[src/hdl/pspu_pkg.sv]
// ----------------------------------------------------------------------------
// Scanline unpacker package
// Types, register codes and the sample scaling function.
// ----------------------------------------------------------------------------
package pspu_pkg;

	localparam int BIT_DEPTH_W   = 5;
	localparam int COLOR_MODE_W  = 2;
	localparam int LINE_WIDTH_W  = 14;
	localparam int CFG_IDX_W     = 2;
	localparam int CFG_DATA_W    = 14;
	localparam int LINE_WIDTH_MAX = (1 << LINE_WIDTH_W) - 1;
	localparam int MAX_WIDTH_DEF = 8192;

	// Configuration register indexes.
	localparam logic [CFG_IDX_W-1:0] REG_BIT_DEPTH  = 2'd0;
	localparam logic [CFG_IDX_W-1:0] REG_COLOR_MODE = 2'd1;
	localparam logic [CFG_IDX_W-1:0] REG_LINE_WIDTH = 2'd2;

	// Color modes.
	localparam logic [COLOR_MODE_W-1:0] MODE_GRAY  = 2'd0;
	localparam logic [COLOR_MODE_W-1:0] MODE_GA    = 2'd1;
	localparam logic [COLOR_MODE_W-1:0] MODE_RGB   = 2'd2;
	localparam logic [COLOR_MODE_W-1:0] MODE_RGBA  = 2'd3;

	localparam logic [BIT_DEPTH_W-1:0]  BIT_DEPTH_RST  = 5'd8;
	localparam logic [COLOR_MODE_W-1:0] COLOR_MODE_RST = MODE_RGBA;
	localparam logic [LINE_WIDTH_W-1:0] LINE_WIDTH_RST = 14'd1;

	localparam logic [7:0] ALPHA_OPAQUE = 8'd255;

	typedef enum logic [2:0] {
		DEP_1,
		DEP_2,
		DEP_4,
		DEP_8,
		DEP_16
	} depth_t;

	typedef enum logic [1:0] {
		ST_IDLE,
		ST_RUN,
		ST_DRAIN
	} state_t;

	typedef struct packed {
		logic [7:0] red;
		logic [7:0] green;
		logic [7:0] blue;
		logic [7:0] alpha;
		logic       last_in_line;
	} pixel_t;

	typedef struct packed {
		logic load;
		logic step;
	} samp_ctl_t;

	typedef struct packed {
		logic take;
		logic clear;
	} asm_ctl_t;

	function automatic depth_t decode_depth(input logic [BIT_DEPTH_W-1:0] bd);
		depth_t d;
		case (bd)
			5'd1:    d = DEP_1;
			5'd2:    d = DEP_2;
			5'd4:    d = DEP_4;
			5'd16:   d = DEP_16;
			default: d = DEP_8;
		endcase
		return d;
	endfunction

	// value*255/(2^d-1) equals the d-bit value repeated across the byte.
	function automatic logic [7:0] scale_sample(input logic [7:0] top, input depth_t d);
		logic [7:0] s;
		case (d)
			DEP_1:   s = {8{top[7]}};
			DEP_2:   s = {4{top[7:6]}};
			DEP_4:   s = {2{top[7:4]}};
			default: s = top;
		endcase
		return s;
	endfunction

endpackage

[src/hdl/pspu_ifs.sv]
// ----------------------------------------------------------------------------
// Scanline unpacker channels
// Byte input, pixel output and configuration write channels.
// ----------------------------------------------------------------------------
interface pspu_scan_if;
	logic       valid;
	logic       ready;
	logic [7:0] data_byte;
	logic       line_end;

	modport source (output valid, data_byte, line_end, input ready);
	modport sink (input valid, data_byte, line_end, output ready);
endinterface

interface pspu_pixel_if;
	logic       valid;
	logic       ready;
	logic [7:0] red;
	logic [7:0] green;
	logic [7:0] blue;
	logic [7:0] alpha;
	logic       pixel_last_in_line;
	logic       run_last;

	modport source (output valid, red, green, blue, alpha, pixel_last_in_line, run_last,
		input ready);
	modport sink (input valid, red, green, blue, alpha, pixel_last_in_line, run_last,
		output ready);
endinterface

interface pspu_cfg_if;
	import pspu_pkg::*;
	logic                  valid;
	logic                  ready;
	logic [CFG_IDX_W-1:0]  index;
	logic [CFG_DATA_W-1:0] data;

	modport source (output valid, index, data, input ready);
	modport sink (input valid, index, data, output ready);
endinterface

[src/hdl/pspu_sample_unit.sv]
// ----------------------------------------------------------------------------
// Sample shift unit
// Holds the current byte and shifts one sample out per step, scaled to 8 bits.
// ----------------------------------------------------------------------------
module pspu_sample_unit (
	input  logic               clk,
	input  logic               arst_n,
	input  pspu_pkg::samp_ctl_t ctl,
	input  pspu_pkg::depth_t   depth,
	input  logic [7:0]         data_byte,
	output logic [7:0]         sample,
	output logic               last
);
	import pspu_pkg::*;

	logic [7:0] shreg_q;
	logic [2:0] left_q;
	logic [2:0] shamt;
	logic [2:0] steps_m1;

	always_comb begin
		case (depth)
			DEP_1: begin
				shamt    = 3'd1;
				steps_m1 = 3'd7;
			end
			DEP_2: begin
				shamt    = 3'd2;
				steps_m1 = 3'd3;
			end
			DEP_4: begin
				shamt    = 3'd4;
				steps_m1 = 3'd1;
			end
			default: begin
				shamt    = 3'd0;
				steps_m1 = 3'd0;
			end
		endcase
	end

	assign sample = scale_sample(shreg_q, depth);
	assign last   = (left_q == 3'd0);

	always_ff @(posedge clk or negedge arst_n) begin
		if (!arst_n) begin
			left_q <= 3'd0;
		end else if (ctl.load) begin
			left_q <= steps_m1;
		end else if (ctl.step && !last) begin
			left_q <= left_q - 3'd1;
		end
	end

	always_ff @(posedge clk) begin
		if (ctl.load) begin
			shreg_q <= data_byte;
		end else if (ctl.step) begin
			shreg_q <= shreg_q << shamt;
		end
	end

endmodule

[src/hdl/pspu_pixel_asm.sv]
// ----------------------------------------------------------------------------
// Pixel assembler
// Gathers channel samples into a pixel and tracks the position in the line.
// ----------------------------------------------------------------------------
module pspu_pixel_asm #(
	parameter int CNT_W = 14
) (
	input  logic                          clk,
	input  logic                          arst_n,
	input  pspu_pkg::asm_ctl_t            ctl,
	input  logic [7:0]                    sample,
	input  logic [pspu_pkg::COLOR_MODE_W-1:0] color_mode,
	input  logic [CNT_W-1:0]              width,
	output logic                          done,
	output pspu_pkg::pixel_t              pix
);
	import pspu_pkg::*;

	logic [3:0][7:0] part_q;
	logic [3:0][7:0] merged;
	logic [1:0]      idx_q;
	logic [CNT_W-1:0] cnt_q;
	logic            active;
	logic            complete;

	// Samples past the line width are padding and leave the state alone.
	assign active   = (cnt_q < width);
	assign complete = (idx_q >= color_mode);
	assign done     = active && complete;

	always_comb begin
		merged        = part_q;
		merged[idx_q] = sample;
	end

	always_comb begin
		pix.last_in_line = (({1'b0, cnt_q} + {{CNT_W{1'b0}}, 1'b1}) == {1'b0, width});
		case (color_mode)
			MODE_GRAY: begin
				pix.red   = merged[0];
				pix.green = merged[0];
				pix.blue  = merged[0];
				pix.alpha = ALPHA_OPAQUE;
			end
			MODE_GA: begin
				pix.red   = merged[0];
				pix.green = merged[0];
				pix.blue  = merged[0];
				pix.alpha = merged[1];
			end
			MODE_RGB: begin
				pix.red   = merged[0];
				pix.green = merged[1];
				pix.blue  = merged[2];
				pix.alpha = ALPHA_OPAQUE;
			end
			default: begin
				pix.red   = merged[0];
				pix.green = merged[1];
				pix.blue  = merged[2];
				pix.alpha = merged[3];
			end
		endcase
	end

	always_ff @(posedge clk or negedge arst_n) begin
		if (!arst_n) begin
			part_q <= '0;
			idx_q  <= 2'd0;
			cnt_q  <= '0;
		end else if (ctl.clear) begin
			part_q <= '0;
			idx_q  <= 2'd0;
			cnt_q  <= '0;
		end else if (ctl.take && active) begin
			part_q <= merged;
			if (complete) begin
				idx_q <= 2'd0;
				cnt_q <= cnt_q + CNT_W'(1);
			end else begin
				idx_q <= idx_q + 2'd1;
			end
		end
	end

endmodule

[src/hdl/png_scanline_pixel_unpacker.sv]
// ----------------------------------------------------------------------------
// PNG scanline pixel unpacker
// Unpacks bytes of an unfiltered scanline into RGBA8 pixels.
//
//   channel  dir  handshake      payload
//   scan     in   valid/ready    data_byte, line_end
//   pixel    out  valid/ready    red, green, blue, alpha, pixel_last_in_line,
//                                run_last
//   cfg      in   valid/ready    index, data (always ready)
//
// A byte is accepted in the idle state; the shift unit then steps out its
// samples (8/depth at depths 1, 2 and 4, one at depths 8 and 16) and the
// drain state hands over the last pixel. A depth-16 low byte is dropped in
// idle. A stalled pixel output holds the sample sequencer. Reset clears the
// settings, the state and the line position; no clearing pass is needed.
// ----------------------------------------------------------------------------
module png_scanline_pixel_unpacker #(
	parameter int MAX_WIDTH = pspu_pkg::MAX_WIDTH_DEF
) (
	input  logic           clk,
	input  logic           arst_n,
	pspu_scan_if.sink      scan,
	pspu_pixel_if.source   pixel,
	pspu_cfg_if.sink       cfg
);
	import pspu_pkg::*;

	localparam int EffMax = (MAX_WIDTH < LINE_WIDTH_MAX) ? MAX_WIDTH : LINE_WIDTH_MAX;
	localparam int CntW   = $clog2(EffMax + 1);
	localparam logic [LINE_WIDTH_W-1:0] EffMaxV = LINE_WIDTH_W'(EffMax);

	logic [BIT_DEPTH_W-1:0]  bit_depth_q;
	logic [COLOR_MODE_W-1:0] color_mode_q;
	logic [LINE_WIDTH_W-1:0] line_width_q;

	state_t state_q, state_d;
	depth_t depth;
	logic   skip_q;
	logic   end_q;
	logic   skip_case;
	logic   accept;
	logic   run_go;
	logic   out_free;
	logic   push_mid;
	logic   push_end;

	logic [LINE_WIDTH_W-1:0] lw_nz;
	logic [CntW-1:0]         width_eff;

	samp_ctl_t  sctl;
	asm_ctl_t   actl;
	logic [7:0] sample;
	logic       samp_last;
	logic       asm_done;
	pixel_t     asm_pix;

	pixel_t pend_q;
	logic   pend_v_q;
	pixel_t out_q;
	logic   out_last_q;
	logic   out_v_q;

	// Configuration registers
	assign cfg.ready = 1'b1;

	always_ff @(posedge clk or negedge arst_n) begin
		if (!arst_n) begin
			bit_depth_q  <= BIT_DEPTH_RST;
			color_mode_q <= COLOR_MODE_RST;
			line_width_q <= LINE_WIDTH_RST;
		end else if (cfg.valid) begin
			case (cfg.index)
				REG_BIT_DEPTH:  bit_depth_q  <= cfg.data[BIT_DEPTH_W-1:0];
				REG_COLOR_MODE: color_mode_q <= cfg.data[COLOR_MODE_W-1:0];
				REG_LINE_WIDTH: line_width_q <= cfg.data[LINE_WIDTH_W-1:0];
				default: ;
			endcase
		end
	end

	assign depth     = decode_depth(bit_depth_q);
	assign lw_nz     = (line_width_q == '0) ? LINE_WIDTH_W'(1) : line_width_q;
	assign width_eff = (lw_nz > EffMaxV) ? CntW'(EffMaxV) : CntW'(lw_nz);

	assign skip_case = (depth == DEP_16) && skip_q;
	assign accept    = scan.valid && scan.ready;
	assign out_free  = !out_v_q || pixel.ready;
	// A new pixel can only displace the held one if the output slot is free.
	assign run_go    = (state_q == ST_RUN) && !(asm_done && pend_v_q && !out_free);
	assign push_mid  = run_go && asm_done && pend_v_q;
	assign push_end  = (state_q == ST_DRAIN) && pend_v_q && out_free;

	// Sequencer next state
	always_comb begin
		state_d = state_q;
		case (state_q)
			ST_IDLE: begin
				if (accept && !skip_case) begin
					state_d = ST_RUN;
				end
			end
			ST_RUN: begin
				if (run_go && samp_last) begin
					state_d = ST_DRAIN;
				end
			end
			ST_DRAIN: begin
				if (!pend_v_q || out_free) begin
					state_d = ST_IDLE;
				end
			end
			default: state_d = ST_IDLE;
		endcase
	end

	// Sequencer outputs
	always_comb begin
		scan.ready = (state_q == ST_IDLE);
		sctl.load  = accept;
		sctl.step  = run_go;
		actl.take  = run_go;
		actl.clear = (accept && skip_case && scan.line_end)
			|| (run_go && samp_last && end_q);
	end

	always_ff @(posedge clk or negedge arst_n) begin
		if (!arst_n) begin
			state_q <= ST_IDLE;
			skip_q  <= 1'b0;
			end_q   <= 1'b0;
		end else begin
			state_q <= state_d;
			if (accept) begin
				end_q  <= scan.line_end;
				skip_q <= skip_case ? 1'b0 : (depth == DEP_16);
			end else if (run_go && samp_last && end_q) begin
				skip_q <= 1'b0;
			end
		end
	end

	pspu_sample_unit u_samp (
		.clk       (clk),
		.arst_n    (arst_n),
		.ctl       (sctl),
		.depth     (depth),
		.data_byte (scan.data_byte),
		.sample    (sample),
		.last      (samp_last)
	);

	pspu_pixel_asm #(
		.CNT_W (CntW)
	) u_asm (
		.clk        (clk),
		.arst_n     (arst_n),
		.ctl        (actl),
		.sample     (sample),
		.color_mode (color_mode_q),
		.width      (width_eff),
		.done       (asm_done),
		.pix        (asm_pix)
	);

	// The newest pixel waits in the hold register until the byte produces
	// another one or its run ends, which settles its run_last flag.
	always_ff @(posedge clk or negedge arst_n) begin
		if (!arst_n) begin
			pend_v_q <= 1'b0;
			out_v_q  <= 1'b0;
		end else begin
			if (run_go && asm_done) begin
				pend_v_q <= 1'b1;
			end else if (push_end) begin
				pend_v_q <= 1'b0;
			end
			if (push_mid || push_end) begin
				out_v_q <= 1'b1;
			end else if (pixel.ready) begin
				out_v_q <= 1'b0;
			end
		end
	end

	always_ff @(posedge clk) begin
		if (run_go && asm_done) begin
			pend_q <= asm_pix;
		end
		if (push_mid || push_end) begin
			out_q      <= pend_q;
			out_last_q <= push_end;
		end
	end

	assign pixel.valid              = out_v_q;
	assign pixel.red                = out_q.red;
	assign pixel.green              = out_q.green;
	assign pixel.blue               = out_q.blue;
	assign pixel.alpha              = out_q.alpha;
	assign pixel.pixel_last_in_line = out_q.last_in_line;
	assign pixel.run_last           = out_last_q;

endmodule

[src/flat_wrapper.sv]
// flat-port wrapper written by rule: the top's interface ports become plain ports
module png_scanline_pixel_unpacker_flat import pspu_pkg::*;
#(
	parameter int MAX_WIDTH = pspu_pkg::MAX_WIDTH_DEF
)
  (clk, arst_n, scan_valid, scan_data_byte, scan_line_end, scan_ready, pixel_valid, pixel_red, pixel_green, pixel_blue, pixel_alpha, pixel_pixel_last_in_line, pixel_run_last, pixel_ready, cfg_valid, cfg_index, cfg_data, cfg_ready);
  pspu_scan_if scan_i ();
  pspu_pixel_if pixel_i ();
  pspu_cfg_if cfg_i ();
  input  logic clk;
  input  logic arst_n;
  input wire logic [$bits(scan_i.valid)-1:0] scan_valid;
  input wire logic [$bits(scan_i.data_byte)-1:0] scan_data_byte;
  input wire logic [$bits(scan_i.line_end)-1:0] scan_line_end;
  output wire logic [$bits(scan_i.ready)-1:0] scan_ready;
  output wire logic [$bits(pixel_i.valid)-1:0] pixel_valid;
  output wire logic [$bits(pixel_i.red)-1:0] pixel_red;
  output wire logic [$bits(pixel_i.green)-1:0] pixel_green;
  output wire logic [$bits(pixel_i.blue)-1:0] pixel_blue;
  output wire logic [$bits(pixel_i.alpha)-1:0] pixel_alpha;
  output wire logic [$bits(pixel_i.pixel_last_in_line)-1:0] pixel_pixel_last_in_line;
  output wire logic [$bits(pixel_i.run_last)-1:0] pixel_run_last;
  input wire logic [$bits(pixel_i.ready)-1:0] pixel_ready;
  input wire logic [$bits(cfg_i.valid)-1:0] cfg_valid;
  input wire logic [$bits(cfg_i.index)-1:0] cfg_index;
  input wire logic [$bits(cfg_i.data)-1:0] cfg_data;
  output wire logic [$bits(cfg_i.ready)-1:0] cfg_ready;
  assign scan_i.valid = scan_valid;
  assign scan_i.data_byte = scan_data_byte;
  assign scan_i.line_end = scan_line_end;
  assign scan_ready = scan_i.ready;
  assign pixel_valid = pixel_i.valid;
  assign pixel_red = pixel_i.red;
  assign pixel_green = pixel_i.green;
  assign pixel_blue = pixel_i.blue;
  assign pixel_alpha = pixel_i.alpha;
  assign pixel_pixel_last_in_line = pixel_i.pixel_last_in_line;
  assign pixel_run_last = pixel_i.run_last;
  assign pixel_i.ready = pixel_ready;
  assign cfg_i.valid = cfg_valid;
  assign cfg_i.index = cfg_index;
  assign cfg_i.data = cfg_data;
  assign cfg_ready = cfg_i.ready;
  png_scanline_pixel_unpacker #(.MAX_WIDTH(MAX_WIDTH)) u_core (.clk(clk), .arst_n(arst_n), .scan(scan_i), .pixel(pixel_i), .cfg(cfg_i));
endmodule
[config.mk]
export PLATFORM = sky130hd
export DESIGN_NAME = png_scanline_pixel_unpacker_flat
export DESIGN_NICKNAME = d
export VERILOG_FILES = /design/src/hdl/pspu_pkg.sv /design/src/hdl/pspu_ifs.sv /design/src/hdl/pspu_sample_unit.sv /design/src/hdl/pspu_pixel_asm.sv /design/src/hdl/png_scanline_pixel_unpacker.sv /design/src/flat_wrapper.sv
export SDC_FILE = /design/constraint.sdc
export NUM_CORES = 1
export LEC_CHECK = 0
export BUFFER_PORTS_ARGS = -buffer_cell sky130_fd_sc_hd__buf_2
export CAP_MARGIN = 15
export CELL_PAD_IN_SITES_DETAIL_PLACEMENT = 0
export CELL_PAD_IN_SITES_GLOBAL_PLACEMENT = 1
export CORE_AREA = 2 2 99 172
export CTS_CLUSTER_DIAMETER = 40
export DETAILED_ROUTE_END_ITERATION = 8
export DIE_AREA = 0 0 101 174
export GPL_TIMING_DRIVEN = 0
export MAX_ROUTING_LAYER = met4
export PLACE_DENSITY_LB_ADDON = 0.1
export SYNTH_ARGS = -nofsm -noshare
export SYNTH_HDL_FRONTEND = slang
export SYNTH_HIERARCHICAL = 1
export SYNTH_SLANG_ARGS = --single-unit
[constraint.sdc]
create_clock -name clk -period 7 [get_ports clk]
set_input_delay 1.05 -clock clk [delete_from_list [all_inputs] [get_ports clk]]
set_output_delay 1.05 -clock clk [all_outputs]
set_load 0.005 [all_outputs]
==> out/qor.csv <==
stage,metric,value,unit
power_and_ir_drop,clockPowerShare,22.0,%
grt,grt_max_degree,59,
placement,dp.final_hpwl,15.2,mm
drt,top_layer_used,met4,
drt,via_count,6229,
drt,route.met3.wl,661,µm
power_and_ir_drop,peakVddDrop,0.000191,V
setup_path,start_kind,flop,
placement,globalplace.congestion,0.903,
drt,drt-initial-drc-count,370,
synthesis,netlist_area,0.00826,mm²
floorplanning,design.die.area,0.0176,mm²
final_layout,antenna_cells,0,
placement,place_ws,1.57,ns
grt,grt_pass1_wl,32.5,mm
floorplanning,start_util,50.7,%
clock_network,cts_tree,yes,
setup_path,cp_num_buf_inv,7,
floorplanning,rows,62,
power_and_ir_drop,internal_power,2.49,mW
floorplanning,core-area,0.0163,mm²
power_and_ir_drop,report.power.total,3.95,mW
clock_network,cts-htree-levels,4,
synthesis,synth_commonest_cells,"a21oi_1 (78), edfxtp_1 (75), dfrtp_1 (74)",
power_and_ir_drop,p_sw_share,36.9,%
synthesis,syn_inst,753,
clock_network,numCtsBuffers,17,
timing,finClkSkew,0.00926,ns
floorplanning,ios,67,
grt,grt_pass1_vias,6332,
synthesis,syn_nets,806,
drt,dr.pass1.iters,5,
setup_path,critPathRequiredTime,7.31,ns
worst_hold_path,hp-class,reg -> reg,
drt,drt-met1-wl,7.45,mm
synthesis,yosysMostFrequentCell,a21oi_1,
final_layout,area_growth,14.4,%
synthesis,synth_top_area_cell,edfxtp_1,
final_layout,fillers,1399,
timing,finalHoldViolations,0,
setup_path,critPathArrivalTime,5.79,ns
placement,port_buffers,65,
timing,fin_ws,1.52,ns
setup_path,critPathKind,reg -> reg,
grt,overflow,0,
timing,fin_crit,5.48,ns
synthesis,synth_area_leaders,"edfxtp_1 (27%), dfrtp_1 (22%), a21oi_1 (4.7%), mux2_2 (4.5%), ha_1 (3.5%)",
final_layout,drive_above_1_share,22.4,%
timing,report.final.slew_viol_count,0,
synthesis,ys_types,73,
floorplanning,die-height,174,µm
clock_network,postCtsHoldBufs,0,
power_and_ir_drop,p_switching,1.46,mW
synthesis,ys.flop_type,edfxtp_1,
clock_network,clk_pin_slew,0.07,ns
clock_network,cts_buffer_depth,2,
clock_network,cts_root_buf,clkbuf_16,
synthesis,yosysSeqAreaShare,51.0,%
setup_path,critPathMaxFanout,10,
timing,slew-limit-headroom,35.6,%
setup_path,endpoint_kind,flop,
timing,fin_setup_tns,0,ns
placement,place_inst,1013,
setup_path,path_delay_family,simple AND/OR/NAND/NOR gates,
synthesis,synth_edf_count,75,
clock_network,clock_sinks,153,
setup_path,cpMaxStageDelayCell,nand4_1,
timing,worst_pin_slew,0.962,ns
grt,antenna_found_initial,0,
timing,period_share,78.3,%
power_and_ir_drop,pwr-share-comb,37.8,%
final_layout,nNetsFinal,893,
synthesis,avgSynthCellArea,11.0,µm²
clock_network,cts.repair.resized,0,
timing,rsz0062_at_grt,false,
run,maxCapViolCount,0,
synthesis,ys_ff_latch,153,
clock_network,cts_setup_buffers,0,
power_and_ir_drop,power_density,418,mW/mm²
setup_path,crit_chain,clkbuf_1 > nor2b_1 > inv_1 > ha_1 > nand4_1 > or2_1 > a311oi_2 > buf_4 > buf_6 > buf_6 > nor2_1 > nand4b_1 > and2_1 > clkbuf_1 > nand4_1 > buf_4 > nor3_2 > mux2_4,
synthesis,yosys_warnings,6,
synthesis,async_flop_share,51.0,%
drt,avgViaCountPerCell,5.96,
final_layout,instances_no_fill,1045,
timing,max_clock_freq,183,MHz
clock_network,insertion_delay,0.42,ns
grt,grt.total_usage,24.8,%
drt,wl_met2,11.1,mm
timing,setup_viol,0,
floorplanning,dieWidth,101,µm
power_and_ir_drop,p_seq_share,40.2,%
power_and_ir_drop,p_leak,3.76,nW
drt,drcViolationCount,0,
drt,routedWlPerCell,19.3,µm
drt,wirelength,20.2,mm
outcome,status,completed,
synthesis,netlist.area_leader.share,27.3,%
setup_path,critPathMaxStageDelay,0.58,ns
drt,ant_nets,0,
## worst reg2reg max path, stage by stage (launching register included)
cell and delay, ns:
dfrtp_1 0.42, clkbuf_1 0.23, nor2b_1 0.53, inv_1 0.10
ha_1 0.32, nand4_1 0.15, or2_1 0.30, a311oi_2 0.27
buf_4 0.23, buf_6 0.19, buf_6 0.17, nor2_1 0.13
nand4b_1 0.22, and2_1 0.24, clkbuf_1 0.42, nand4_1 0.59
buf_4 0.41, nor3_2 0.14, mux2_4 0.31
## final cells by class
class	count	area (µm²)	share of cell area, %
Sequential cell	153	4210	44.6
Multi-Input combinational cell	520	3660	38.7
Clock buffer	18	429	4.54
Timing Repair Buffer	68	375	3.97
Buffer	54	295	3.13
Tap cell	192	240	2.54
Clock inverter	14	140	1.48
Inverter	26	97.6	1.03
## logic make-up (layout without fill, tap and decap cells)
kind of cell               Yosys count  in the layout  share of synthesized area (%)
and+or+nand+nor                    234            234                           16.6
AOI/OAI and AO/OA                  181            181                           13.2
DFF                                153            153                           51.0
buffers and inverters               80            180                           4.76
muxes                               64             64                           9.05
adders and majority gates           23             23                           3.49
xor gates and xnor gates            17             17                           1.80
other                                1              1                         0.0454
## registers in the layout, indices dropped and copies added, names as in the netlist, 8 cells and up
register / count
u_core/u_asm/cnt_q: 14
u_core/pixel.red: 8
u_core/pixel.alpha: 8
u_core/pixel.blue: 8
u_core/u_samp/shreg_q: 8
u_core/pend_q: 33
u_core/u_asm/part_q: 32
u_core/pixel.green: 8
u_core/line_width_q: 14
## placed cells by master (no fill, tap or decap), drive strengths merged, types with 32 or more instances in the layout
cell	count
nand2	32
mux2	46
edfxtp	75
dfrtp	74
nor2	34
buf	97
a21oi	78
o21ai	47
nand3	40
clkbuf	43
## path summary, 6_finish.rpt
check / slack (ns) / cells past startpoint / endpoint / from
setup / recovery: 1.52 / 18 / u_core/u_asm/cnt_q[12] / u_core/line_width_q[13]
hold / removal: 0.42 / 0 / u_core/pixel.blue[4] / u_core/pend_q[13]
setup reg to reg: 1.52 / 18 / u_core/u_asm/cnt_q[12] / u_core/line_width_q[13]
hold reg to reg: 0.42 / 0 / u_core/pixel.blue[4] / u_core/pend_q[13]
max in group asynchronous: 5.82 / 2 / u_core/bit_depth_q[3] / arst_n
min in group asynchronous: 0.52 / 1 / u_core/u_asm/cnt_q[10] / arst_n
## per-layer routing
metal,up-vias,track usage (%)
met1,3011,26.1
li1,2966,-
met3,54,3.26
met5,-,-
met4,0,13.2
met2,198,44.0
## power groups by stage
stage	Sequential [mW]	Clock, mW	Combinational [mW]
detailed placement	1.60	0	1.48
CTS	1.59	0.890	1.49
finish	1.59	0.870	1.49
global route	1.63	0.929	1.64
floorplan	1.57	0	0.990
global placement	1.60	0	1.43
## metrics by stage
step | cell area [µm²] | utilization (%) | hold slack (ns)
global placement | 8820 | 54.1 | 0.401
finish | 9450 | 58.0 | 0.416
global route | 9450 | 58.0 | 0.421
CTS | 9450 | 58.0 | 0.417
detailed placement | 8880 | 54.5 | 0.405
floorplan | 8260 | - | 0.400
Note: power is estimated with default switching activity, not from simulation.
